`config.mk`:
```
export PLATFORM = sky130hd
export DESIGN_NAME = lru_page_replacement_flat
export DESIGN_NICKNAME = d
export VERILOG_FILES = /design/src/rtl/lrupr_pkg.sv /design/src/rtl/lrupr_req_if.sv /design/src/rtl/lrupr_rsp_if.sv /design/src/rtl/lru_page_replacement.sv /design/src/rtl/lrupr_ctrl.sv /design/src/rtl/lrupr_datapath.sv /design/src/flat_wrapper.sv
export SDC_FILE = /design/constraint.sdc
export NUM_CORES = 1
export LEC_CHECK = 0
export ABC_CLOCK_PERIOD_IN_PS = 4300
export BUFFER_PORTS_ARGS = -buffer_cell sky130_fd_sc_hd__clkbuf_2
export CAP_MARGIN = 20
export CORE_UTILIZATION = 25
export CTS_BUF_LIST = sky130_fd_sc_hd__clkbuf_8
export DETAILED_ROUTE_END_ITERATION = 10
export HOLD_SLACK_MARGIN = 0.03
export PLACE_DENSITY = 0.36
export SLEW_MARGIN = 10
export SYNTH_ARGS = -nofsm -noshare
export SYNTH_HDL_FRONTEND = slang
export SYNTH_HIERARCHICAL = 1
export SYNTH_SLANG_ARGS = --single-unit
```
`constraint.sdc`:
```
create_clock -name clk -period 4.3 [get_ports clk]
set_clock_uncertainty 0.05 [all_clocks]
set_input_delay 0 -clock clk [delete_from_list [all_inputs] [get_ports clk]]
set_output_delay 0 -clock clk [all_outputs]
set_load 0.005 [all_outputs]
```
`src/rtl/lrupr_pkg.sv`:
```
package lrupr_pkg;

  // Fixed field widths of the request and result items
  localparam int PAGE_NUMBER_W = 16;
  localparam int FRAME_INDEX_W = 2;
  localparam int FAULT_COUNT_W = 32;

  // Saturation value of the fault counter
  localparam logic [FAULT_COUNT_W-1:0] FAULT_MAX = {FAULT_COUNT_W{1'b1}};

  // Commands from the controller to the datapath
  typedef struct packed {
    logic update_table;  // apply the request to the frame table
    logic load_result;   // capture the result into the output register
  } lrupr_cmd_t;

  // Controller states
  typedef enum logic [1:0] {
    ST_EMPTY = 2'b01,
    ST_FULL  = 2'b10
  } lrupr_state_t;

endpackage

```
`src/rtl/lrupr_req_if.sv`:
```
interface lrupr_req_if
  import lrupr_pkg::*;
();
  logic                     valid;
  logic                     ready;
  logic [PAGE_NUMBER_W-1:0] page_number;
  logic                     last_in_sequence;

  modport source (output valid, output page_number, output last_in_sequence, input ready);
  modport sink   (input valid, input page_number, input last_in_sequence, output ready);
endinterface

```
`src/rtl/lrupr_rsp_if.sv`:
```
interface lrupr_rsp_if
  import lrupr_pkg::*;
();
  logic                     valid;
  logic                     ready;
  logic                     hit;
  logic [FRAME_INDEX_W-1:0] frame_index;
  logic [FAULT_COUNT_W-1:0] fault_count;

  modport source (output valid, output hit, output frame_index, output fault_count,
                  input ready);
  modport sink   (input valid, input hit, input frame_index, input fault_count,
                  output ready);
endinterface

```
`src/rtl/lru_page_replacement.sv`:
```
// Channel | Dir | Payload                                  | Handshake
// req     | in  | page_number[15:0], last_in_sequence      | valid/ready
// rsp     | out | hit, frame_index[1:0], fault_count[31:0] | valid/ready
//
// One request per cycle unless the result stalls: all frames are compared, the
// frame is chosen and the ranks updated in the cycle the request is taken; the
// result is registered and shows in the cycle after the request is taken.
// Reset (rst, synchronous) empties all frames and clears the fault count.
// A stalled result holds the output register; a new request is still taken
// in the cycle the held result is drained.
module lru_page_replacement
  import lrupr_pkg::*;
#(
  parameter int FRAMES    = 4,
  parameter int PAGE_BITS = 16
) (
  input  logic        clk,
  input  logic        rst,
  lrupr_req_if.sink   req,
  lrupr_rsp_if.source rsp
);

  lrupr_cmd_t cmd;

  lrupr_ctrl u_ctrl (
    .clk       (clk),
    .rst       (rst),
    .req_valid (req.valid),
    .req_ready (req.ready),
    .rsp_valid (rsp.valid),
    .rsp_ready (rsp.ready),
    .cmd       (cmd)
  );

  lrupr_datapath #(
    .FRAMES    (FRAMES),
    .PAGE_BITS (PAGE_BITS)
  ) u_datapath (
    .clk              (clk),
    .rst              (rst),
    .cmd              (cmd),
    .page_number      (req.page_number),
    .last_in_sequence (req.last_in_sequence),
    .hit              (rsp.hit),
    .frame_index      (rsp.frame_index),
    .fault_count      (rsp.fault_count)
  );

endmodule

```
`src/rtl/lrupr_ctrl.sv`:
```
module lrupr_ctrl
  import lrupr_pkg::*;
(
  input  logic       clk,
  input  logic       rst,
  input  logic       req_valid,
  output logic       req_ready,
  output logic       rsp_valid,
  input  logic       rsp_ready,
  output lrupr_cmd_t cmd
);

  lrupr_state_t state, state_next;
  logic         accept;

  // A request is taken when the output register is empty or being drained
  assign req_ready = (state == ST_EMPTY) || rsp_ready;
  assign accept    = req_valid && req_ready;
  assign rsp_valid = (state == ST_FULL);

  assign cmd.update_table = accept;
  assign cmd.load_result  = accept;

  always_comb begin
    state_next = state;
    unique case (state)
      ST_EMPTY: begin
        if (accept) state_next = ST_FULL;
      end
      ST_FULL: begin
        if (!accept && rsp_ready) state_next = ST_EMPTY;
      end
      default: state_next = ST_EMPTY;
    endcase
  end

  always_ff @(posedge clk) begin
    if (rst) begin
      state <= ST_EMPTY;
    end else begin
      state <= state_next;
    end
  end

endmodule

```
`src/rtl/lrupr_datapath.sv`:
```
module lrupr_datapath
  import lrupr_pkg::*;
#(
  parameter int FRAMES    = 4,
  parameter int PAGE_BITS = 16
) (
  input  logic                     clk,
  input  logic                     rst,
  input  lrupr_cmd_t               cmd,
  input  logic [PAGE_NUMBER_W-1:0] page_number,
  input  logic                     last_in_sequence,
  output logic                     hit,
  output logic [FRAME_INDEX_W-1:0] frame_index,
  output logic [FAULT_COUNT_W-1:0] fault_count
);

  localparam int IDX_W  = (FRAMES > 1) ? $clog2(FRAMES) : 1;
  localparam int KEY_W  = (PAGE_BITS < PAGE_NUMBER_W) ? PAGE_BITS : PAGE_NUMBER_W;
  localparam logic [IDX_W:0]   NO_RANK  = (IDX_W+1)'(FRAMES);
  localparam logic [IDX_W-1:0] OLDEST   = IDX_W'(FRAMES - 1);

  // Frame table
  logic [KEY_W-1:0]         frame_page  [FRAMES];
  logic [FRAMES-1:0]        frame_valid;
  logic [IDX_W-1:0]         recency_rank[FRAMES];
  logic [FAULT_COUNT_W-1:0] fault_total;

  logic [KEY_W-1:0]         key;
  logic [FRAMES-1:0]        hit_vec;
  logic                     any_hit;
  logic                     any_empty;
  logic [IDX_W-1:0]         hit_idx;
  logic [IDX_W-1:0]         empty_idx;
  logic [IDX_W-1:0]         victim_idx;
  logic [IDX_W-1:0]         slot;
  logic [IDX_W:0]           old_rank;
  logic [IDX_W-1:0]         rank_next [FRAMES];
  logic [FAULT_COUNT_W-1:0] fault_next;
  logic [IDX_W+1:0]         slot_ext;

  assign key = page_number[KEY_W-1:0];

  // Parallel tag compare
  always_comb begin
    for (int i = 0; i < FRAMES; i++) begin
      hit_vec[i] = frame_valid[i] && (frame_page[i] == key);
    end
  end

  assign any_hit   = |hit_vec;
  assign any_empty = ~&frame_valid;

  // Lowest-numbered matching frame, empty frame and oldest frame
  always_comb begin
    hit_idx    = '0;
    empty_idx  = '0;
    victim_idx = '0;
    for (int i = FRAMES - 1; i >= 0; i--) begin
      if (hit_vec[i])                  hit_idx    = IDX_W'(i);
      if (!frame_valid[i])             empty_idx  = IDX_W'(i);
      if (recency_rank[i] == OLDEST)   victim_idx = IDX_W'(i);
    end
  end

  always_comb begin
    if (any_hit)        slot = hit_idx;
    else if (any_empty) slot = empty_idx;
    else                slot = victim_idx;
  end

  // Recency update: younger valid frames age by one, chosen frame goes to zero
  assign old_rank = frame_valid[slot] ? {1'b0, recency_rank[slot]} : NO_RANK;

  always_comb begin
    for (int i = 0; i < FRAMES; i++) begin
      if (IDX_W'(i) == slot) begin
        rank_next[i] = '0;
      end else if (frame_valid[i] && ({1'b0, recency_rank[i]} < old_rank)) begin
        rank_next[i] = recency_rank[i] + 1'b1;
      end else begin
        rank_next[i] = recency_rank[i];
      end
    end
  end

  // Saturating fault counter
  always_comb begin
    if (any_hit || (fault_total == FAULT_MAX)) fault_next = fault_total;
    else                                       fault_next = fault_total + 1'b1;
  end

  assign slot_ext = {2'b00, slot};

  // Control state of the table
  always_ff @(posedge clk) begin
    if (rst) begin
      frame_valid <= '0;
      fault_total <= '0;
      for (int i = 0; i < FRAMES; i++) begin
        recency_rank[i] <= '0;
      end
    end else if (cmd.update_table) begin
      if (last_in_sequence) begin
        frame_valid <= '0;
        fault_total <= '0;
        for (int i = 0; i < FRAMES; i++) begin
          recency_rank[i] <= '0;
        end
      end else begin
        frame_valid[slot] <= 1'b1;
        fault_total       <= fault_next;
        for (int i = 0; i < FRAMES; i++) begin
          recency_rank[i] <= rank_next[i];
        end
      end
    end
  end

  // Page tags, no reset
  always_ff @(posedge clk) begin
    if (cmd.update_table) begin
      frame_page[slot] <= key;
    end
  end

  // Result register
  always_ff @(posedge clk) begin
    if (cmd.load_result) begin
      hit         <= any_hit;
      frame_index <= slot_ext[FRAME_INDEX_W-1:0];
      fault_count <= fault_next;
    end
  end

endmodule
```
`src/flat_wrapper.sv`:
```
// flat-port wrapper written by rule: the top's interface ports become plain ports
module lru_page_replacement_flat import lrupr_pkg::*;
#(
  parameter int FRAMES    = 4,
  parameter int PAGE_BITS = 16
)
  (clk, rst, req_valid, req_page_number, req_last_in_sequence, req_ready, rsp_valid, rsp_hit, rsp_frame_index, rsp_fault_count, rsp_ready);
  lrupr_req_if req_i ();
  lrupr_rsp_if rsp_i ();
  input  logic clk;
  input  logic rst;
  input wire logic [$bits(req_i.valid)-1:0] req_valid;
  input wire logic [$bits(req_i.page_number)-1:0] req_page_number;
  input wire logic [$bits(req_i.last_in_sequence)-1:0] req_last_in_sequence;
  output wire logic [$bits(req_i.ready)-1:0] req_ready;
  output wire logic [$bits(rsp_i.valid)-1:0] rsp_valid;
  output wire logic [$bits(rsp_i.hit)-1:0] rsp_hit;
  output wire logic [$bits(rsp_i.frame_index)-1:0] rsp_frame_index;
  output wire logic [$bits(rsp_i.fault_count)-1:0] rsp_fault_count;
  input wire logic [$bits(rsp_i.ready)-1:0] rsp_ready;
  assign req_i.valid = req_valid;
  assign req_i.page_number = req_page_number;
  assign req_i.last_in_sequence = req_last_in_sequence;
  assign req_ready = req_i.ready;
  assign rsp_valid = rsp_i.valid;
  assign rsp_hit = rsp_i.hit;
  assign rsp_frame_index = rsp_i.frame_index;
  assign rsp_fault_count = rsp_i.fault_count;
  assign rsp_i.ready = rsp_ready;
  lru_page_replacement #(.FRAMES(FRAMES), .PAGE_BITS(PAGE_BITS)) u_core (.clk(clk), .rst(rst), .req(req_i), .rsp(rsp_i));
endmodule
```
# [After elaboration in Yosys (flattened, before gate mapping)]
# Memory sizes are Yosys's and may differ from the RTL's.
# Cells that the tools add are included.
[totals] elab_cells=115 memories=2 reg_bits=73 inputBits=21 ramBits=72 output_inout_bits=37
[memory_table] name="u_core.u_datapath.frame_page" words=4 word_bits=16 read_ports=4 rd_clocked_by_memory_dff=0 write_ports=1 line="lrupr_datapath.sv:23" rtl="logic [KEY_W-1:0] frame_page [FRAMES];"
[memory_table] name="u_core.u_datapath.recency_rank" words=4 word_bits=2 read_ports=5 rd_clocked_by_memory_dff=0 write_ports=4 line="lrupr_datapath.sv:25" rtl="logic [IDX_W-1:0] recency_rank[FRAMES];"
[op_classes] bitwise=9 n_eq_ne=16 n_addsub=5 muxes=53 reduce_logical=18 order_cmp=6
[op_table] op="$eq A16 B16 Y1" count=4
[op_table] op="$mux W2" count=32
[op_table] op="$mux W32" count=2
[op_table] op="$add A32 B1 Y32 const B" count=1
[op_table] op="$eq A32 B32 Y1 const B" count=1
[op_table] op="$mux W1" count=14
[op_table] op="$lt A2 B3 Y1" count=4
[op_table] op="$logic_and A1 B1 Y1" count=11
[op_table] op="$eq A2 B2 Y1 const B" count=5
[op_table] op="$add A2 B1 Y2 const B" count=4
[op_table] op="$or A1 B1 Y1" count=8
[op_table] op="$eq A2 B2 Y1 const A" count=2
[op_table] op="$mux W4" count=1
[op_table] op="$or A4 B4 Y4" count=1
[op_table] op="$pmux W2 S2" count=1
[op_table] op="$reduce_and A4 Y1" count=1
[op_table] op="$reduce_or A4 Y1" count=1
[op_table] op="$lt A2 B3 Y1 const B" count=1
[op_table] op="$mux W3" count=1
[op_table] op="$bmux W1 S2" count=1
[op_table] op="$demux W1 S2" count=1
[op_table] op="$eq A1 B2 Y1 const A" count=1
[op_table] op="$eq A2 B1 Y1 const B" count=1
[op_table] op="$ge A2 B1 Y1 const B" count=1
[op_table] op="6 further kinds" count=7

# [Logic depth before layout (Yosys ltp)]
# An unclocked memory read counts as a cell.
[logic_depth] ltp_word=16 ltp_mapped=18 ltp_nobuf=17

# [By module]
# Netlist, hierarchy kept.
[by_module_without_submodules] mod="lrupr_datapath" instances=1 seq_area_each_um2=3913.8 cells_per_inst=568 area_per_inst_um2=6690.2
[by_module_without_submodules] mod="lrupr_ctrl" instances=1 seq_area_each_um2=40.0 cells_per_inst=12 area_per_inst_um2=120.1

# [Worst setup path before layout]
# No wires, ideal clock.
[synth_path] kind="reg2reg" startpoint="mem u_core/u_datapath/frame_page[3][10] in the netlist's numbering" endpoint="mem u_core/u_datapath/frame_page[1][0] in the netlist's numbering (enable)" n_path_buf=1 setup_ns=0.412 t_arrival_ns=3.150 stages_incl_launch_ff=9 path_slack_ns=0.688 synth_period_minus_slack_ns=3.612 path_cell_list="edfxtp_1 > xor2_1 > nor4_1 > nand2_1 > or4_4 > a21oi_2 > o21bai_4 > buf_2 > nor3_1"
[synth_lines] item="start: declaration" line="lrupr_datapath.sv:23"

==> results.sh <==
export IMPL_synth_top_area_share_pct=46.30
export IMPL_p_leak_uw=0.002969
export IMPL_clk_path_buf_depth=2
export IMPL_p_switching_uw=731.3
export IMPL_yosys_area_top_type="edfxtp_1"
export IMPL_fillers=2744
export IMPL_cts_repair_resized=0
export IMPL_ys_flop_type="edfxtp_1"
export IMPL_cts_htree_levels=4
export IMPL_p_per_area_nw_per_um2=369.8
export IMPL_drc_errors=0
export IMPL_synthesis_nets=610
export IMPL_drtIter0Drc=239
export IMPL_min_period_over_period_pct=87.72
export IMPL_clk_latency_ns=0.44
export IMPL_tns_ns=0
export IMPL_grt_pass1_wl_um=25270
export IMPL_ant_nets=0
export IMPL_design_die_area_sq_um=27910
export IMPL_synth_edf_count=105
export IMPL_grt_max_degree=48
export IMPL_setup_viol=0
export IMPL_clk_pin_slew_ns=0.09
export IMPL_drv_slew=0
export IMPL_track_usage_pct=11.95
export IMPL_syn_inst=580
export IMPL_cts_tree="built"
export IMPL_cts_setup_buffers=0
export IMPL_netlist_area_sq_um=6810
export IMPL_coreArea_sq_um=26800
export IMPL_wl_per_cell_um=15.56
export IMPL_max_vdd_ir_drop_mv=0.1799
export IMPL_cp_max_fo=15
export IMPL_startpoint_type="register"
export IMPL_hp_class="in -> reg"
export IMPL_cts_sinks=145
export IMPL_syn2layout_area_growth_pct=19.58
export IMPL_finalInstanceArea_sq_um=8144
export IMPL_nets=694
export IMPL_gp_congestion=0.8296
export IMPL_finalHoldViolCount=0
export IMPL_die_x_um=167.1
export IMPL_cp_end_kind="register"
export IMPL_power_frac_comb_pct=8.1
export IMPL_relSlewSlack_pct=36.78
export IMPL_drive_above_1_share_pct=18.46
export IMPL_rows=60
export IMPL_finalCriticalPeriod_ns=3.772
export IMPL_totalWireLength_um=15850
export IMPL_synthArstFlopShare_pct=0
export IMPL_start_util_pct=25.41
export IMPL_status="finished, final reports clean"
export IMPL_p_int_uw=2281
export IMPL_dpl_hpwl_um=10790
export IMPL_switching_share_pct=24.28
export IMPL_via_per_inst=4.465
export IMPL_placed_area_sq_um=7503
export IMPL_grt_setup_unrepaired="no"
export IMPL_synth_distinct_cells=63
export IMPL_yosys_top_cells_area="edfxtp_1, dfxtp_1, xor2_1"
export IMPL_ys_warn_count=6
export IMPL_avgSynthCellArea_sq_um=11.74
export IMPL_detailedRoute_firstPassIterationCount=6
export IMPL_worstPathArrival_ns=3.89
export IMPL_clkPwrFrac_pct=39.9
export IMPL_grt_pass1_vias=4482
export IMPL_clock_fmax_mhz=265.1
export IMPL_grt_overflow_total=0
export IMPL_cap_violations=0
export IMPL_worst_setup_path_type="reg -> reg"
export IMPL_dieHeight_um=167.1
export IMPL_ys_ff_latch=145
export IMPL_yosysSeqAreaShare_pct=58.06
export IMPL_port_buffers=57
export IMPL_n_antenna_cell=0
export IMPL_numCtsBuffers=17
export IMPL_vias=4545
export IMPL_pin_count=58
export IMPL_cts_root_buf="clkbuf_8"
export IMPL_rrSetupSlack_ns=0.53
export IMPL_hold_slack_ns=0.08580
export IMPL_seqPwrFrac_pct=52.0
export IMPL_required_ns=4.42
export IMPL_antenna_found_initial=0
export IMPL_worst_pin_slew_ns=0.9448
[logic make-up after synthesis]
logic type / Yosys count / share of synthesized area [%]
mux: 8 / 1.378
flops: 145 / 58.06
xor+xnor: 95 / 12.22
buf+inv: 34 / 2.205
simple gates: 194 / 15.34
fa+ha+maj: 9 / 1.654
compound gates: 95 / 9.150
[power by group through the flow]
| stage | Combinational [uW] | Clock (uW) | Sequential [uW] |
|---|---|---|---|
| detailed placement | 235 | 0 | 1600 |
| global placement | 233 | 0 | 1600 |
| floorplan | 133 | 0 | 1600 |
| finish | 243 | 1200 | 1570 |
| CTS | 251 | 1250 | 1570 |
| global route | 274 | 1310 | 1570 |
[repair_timing]
action / CTS / global route
endpoints found under the setup margin: 0 / 0
hold endpoints to repair: 76 / 0
hold buffers: 20 / 0
[synthesized netlist by cell type, drive strengths merged (2+ instances only)]
| master | number |
|---|---|
| or3 | 5 |
| clkbuf | 11 |
| o21bai | 3 |
| and2 | 5 |
| nand2 | 54 |
| o31ai | 3 |
| xor2 | 53 |
| a21oi | 18 |
| nor4 | 13 |
| buf | 9 |
| and4 | 6 |
| inv | 14 |
| and3 | 13 |
| ha | 9 |
| nor3 | 14 |
| edfxtp | 105 |
| xnor2 | 42 |
| a31oi | 11 |
| nand3b | 3 |
| o21a | 5 |
| o32ai | 2 |
| a22o | 5 |
| a22oi | 5 |
| o21ai | 31 |
| nand3 | 15 |
| nand4 | 12 |
| o22ai | 3 |
| dfxtp | 40 |
| mux2i | 7 |
| or2 | 8 |
| nor2b | 2 |
| nor3b | 2 |
| nor2 | 37 |
| a21o | 2 |
[through the flow]
step | cells | setup slack, ns | util (%) | total power (uW)
floorplan | 580 | 0.6882 | - | 1730
global placement | 966 | 0.5698 | 28.00 | 1832
detailed placement | 966 | 0.5344 | 28.00 | 1835
CTS | 1018 | 0.5397 | 30.39 | 3070
global route | 1018 | 0.2383 | 30.39 | 3155
finish | 1018 | 0.5279 | 30.39 | 3012
[final cells by class]
cell class	count	area [sq um]	area share, %
sequential	145	3954	48.55
multi-input combinational	401	2725	33.46
timing repair buffer	85	545.5	6.698
tap	341	426.7	5.239
clock buffer	17	234.0	2.873
clock inverter	15	206.4	2.535
inverter	14	52.55	0.6453
[flip-flops by register name, summed over array words and instances (netlist names)]
name and cells:
u_core/u_datapath/frame_valid 4, u_core/u_ctrl/state 2, u_core/u_datapath/fault_total 32, u_core/u_datapath/frame_page 64
u_core/u_datapath/frame_index 2, u_core/u_datapath/recency_rank 8, u_core/u_datapath/hit 1, u_core/u_datapath/fault_count 32
[layout by cell type, fill, tap and decap left out, types with 3 or more instances in the layout]
cell,Yosys,routed
o31ai_1,3,3
nor2_1,37,36
and4_1,6,6
inv_6,0,4
o21ai_0,20,20
a22o_1,5,5
nor4_1,11,11
buf_4,5,8
o22ai_1,3,3
clkbuf_8,0,17
nand2_1,54,54
nor3_2,3,6
o21a_1,5,5
dfxtp_1,40,40
nor3_1,11,8
nand3_1,15,15
xnor2_1,42,42
edfxtp_1,105,105
or3_1,5,5
and3_1,13,13
or2_2,6,6
ha_1,9,9
a21oi_1,17,17
nand3b_1,3,3
inv_1,12,12
bufinv_16,0,4
a22oi_1,4,4
clkbuf_2,0,57
o21ai_1,11,11
a31oi_1,11,11
dlygate4sd3_1,0,20
mux2i_1,6,6
nand4_1,11,11
xor2_1,53,53
[metal layers]
metal  wire [um]  GRT usage [%]  vias to the layer above
met5           0              0                        -
met4         172          4.630                        0
met3         602          2.947                       14
met2        7718          19.74                       94
met1        7352          14.97                     2162
li1            -              -                     2275
[path summary, 6_finish.rpt]
kind / from / endpoint / depth (start not counted)
worst max-delay path: u_core/u_datapath/frame_page[2][3] / u_core/u_datapath/recency_rank[0][0] / 15
worst min register to register: u_core/u_datapath/fault_total[12] / u_core/u_datapath/fault_total[12] / 1
worst min-delay path: req_last_in_sequence / u_core/u_datapath/fault_total[11] / 4
worst max register to register: u_core/u_datapath/frame_page[2][3] / u_core/u_datapath/recency_rank[0][0] / 15
[critical path, stage by stage (launching register included)]
cell      delay, ns
edfxtp_1       0.40
xor2_1         0.16
nor4_1         0.37
nand2_1        0.10
nor4_1         0.44
a21oi_2        0.08
o21bai_4       0.41
mux2i_4        0.37
nand3_1        0.21
ha_1           0.26
nor2_1         0.10
nand2_1        0.06
nand2_1        0.07
a21oi_1        0.06
o211ai_1       0.13
a31o_1         0.21
Note: power is estimated with default switching activity, not from simulation.
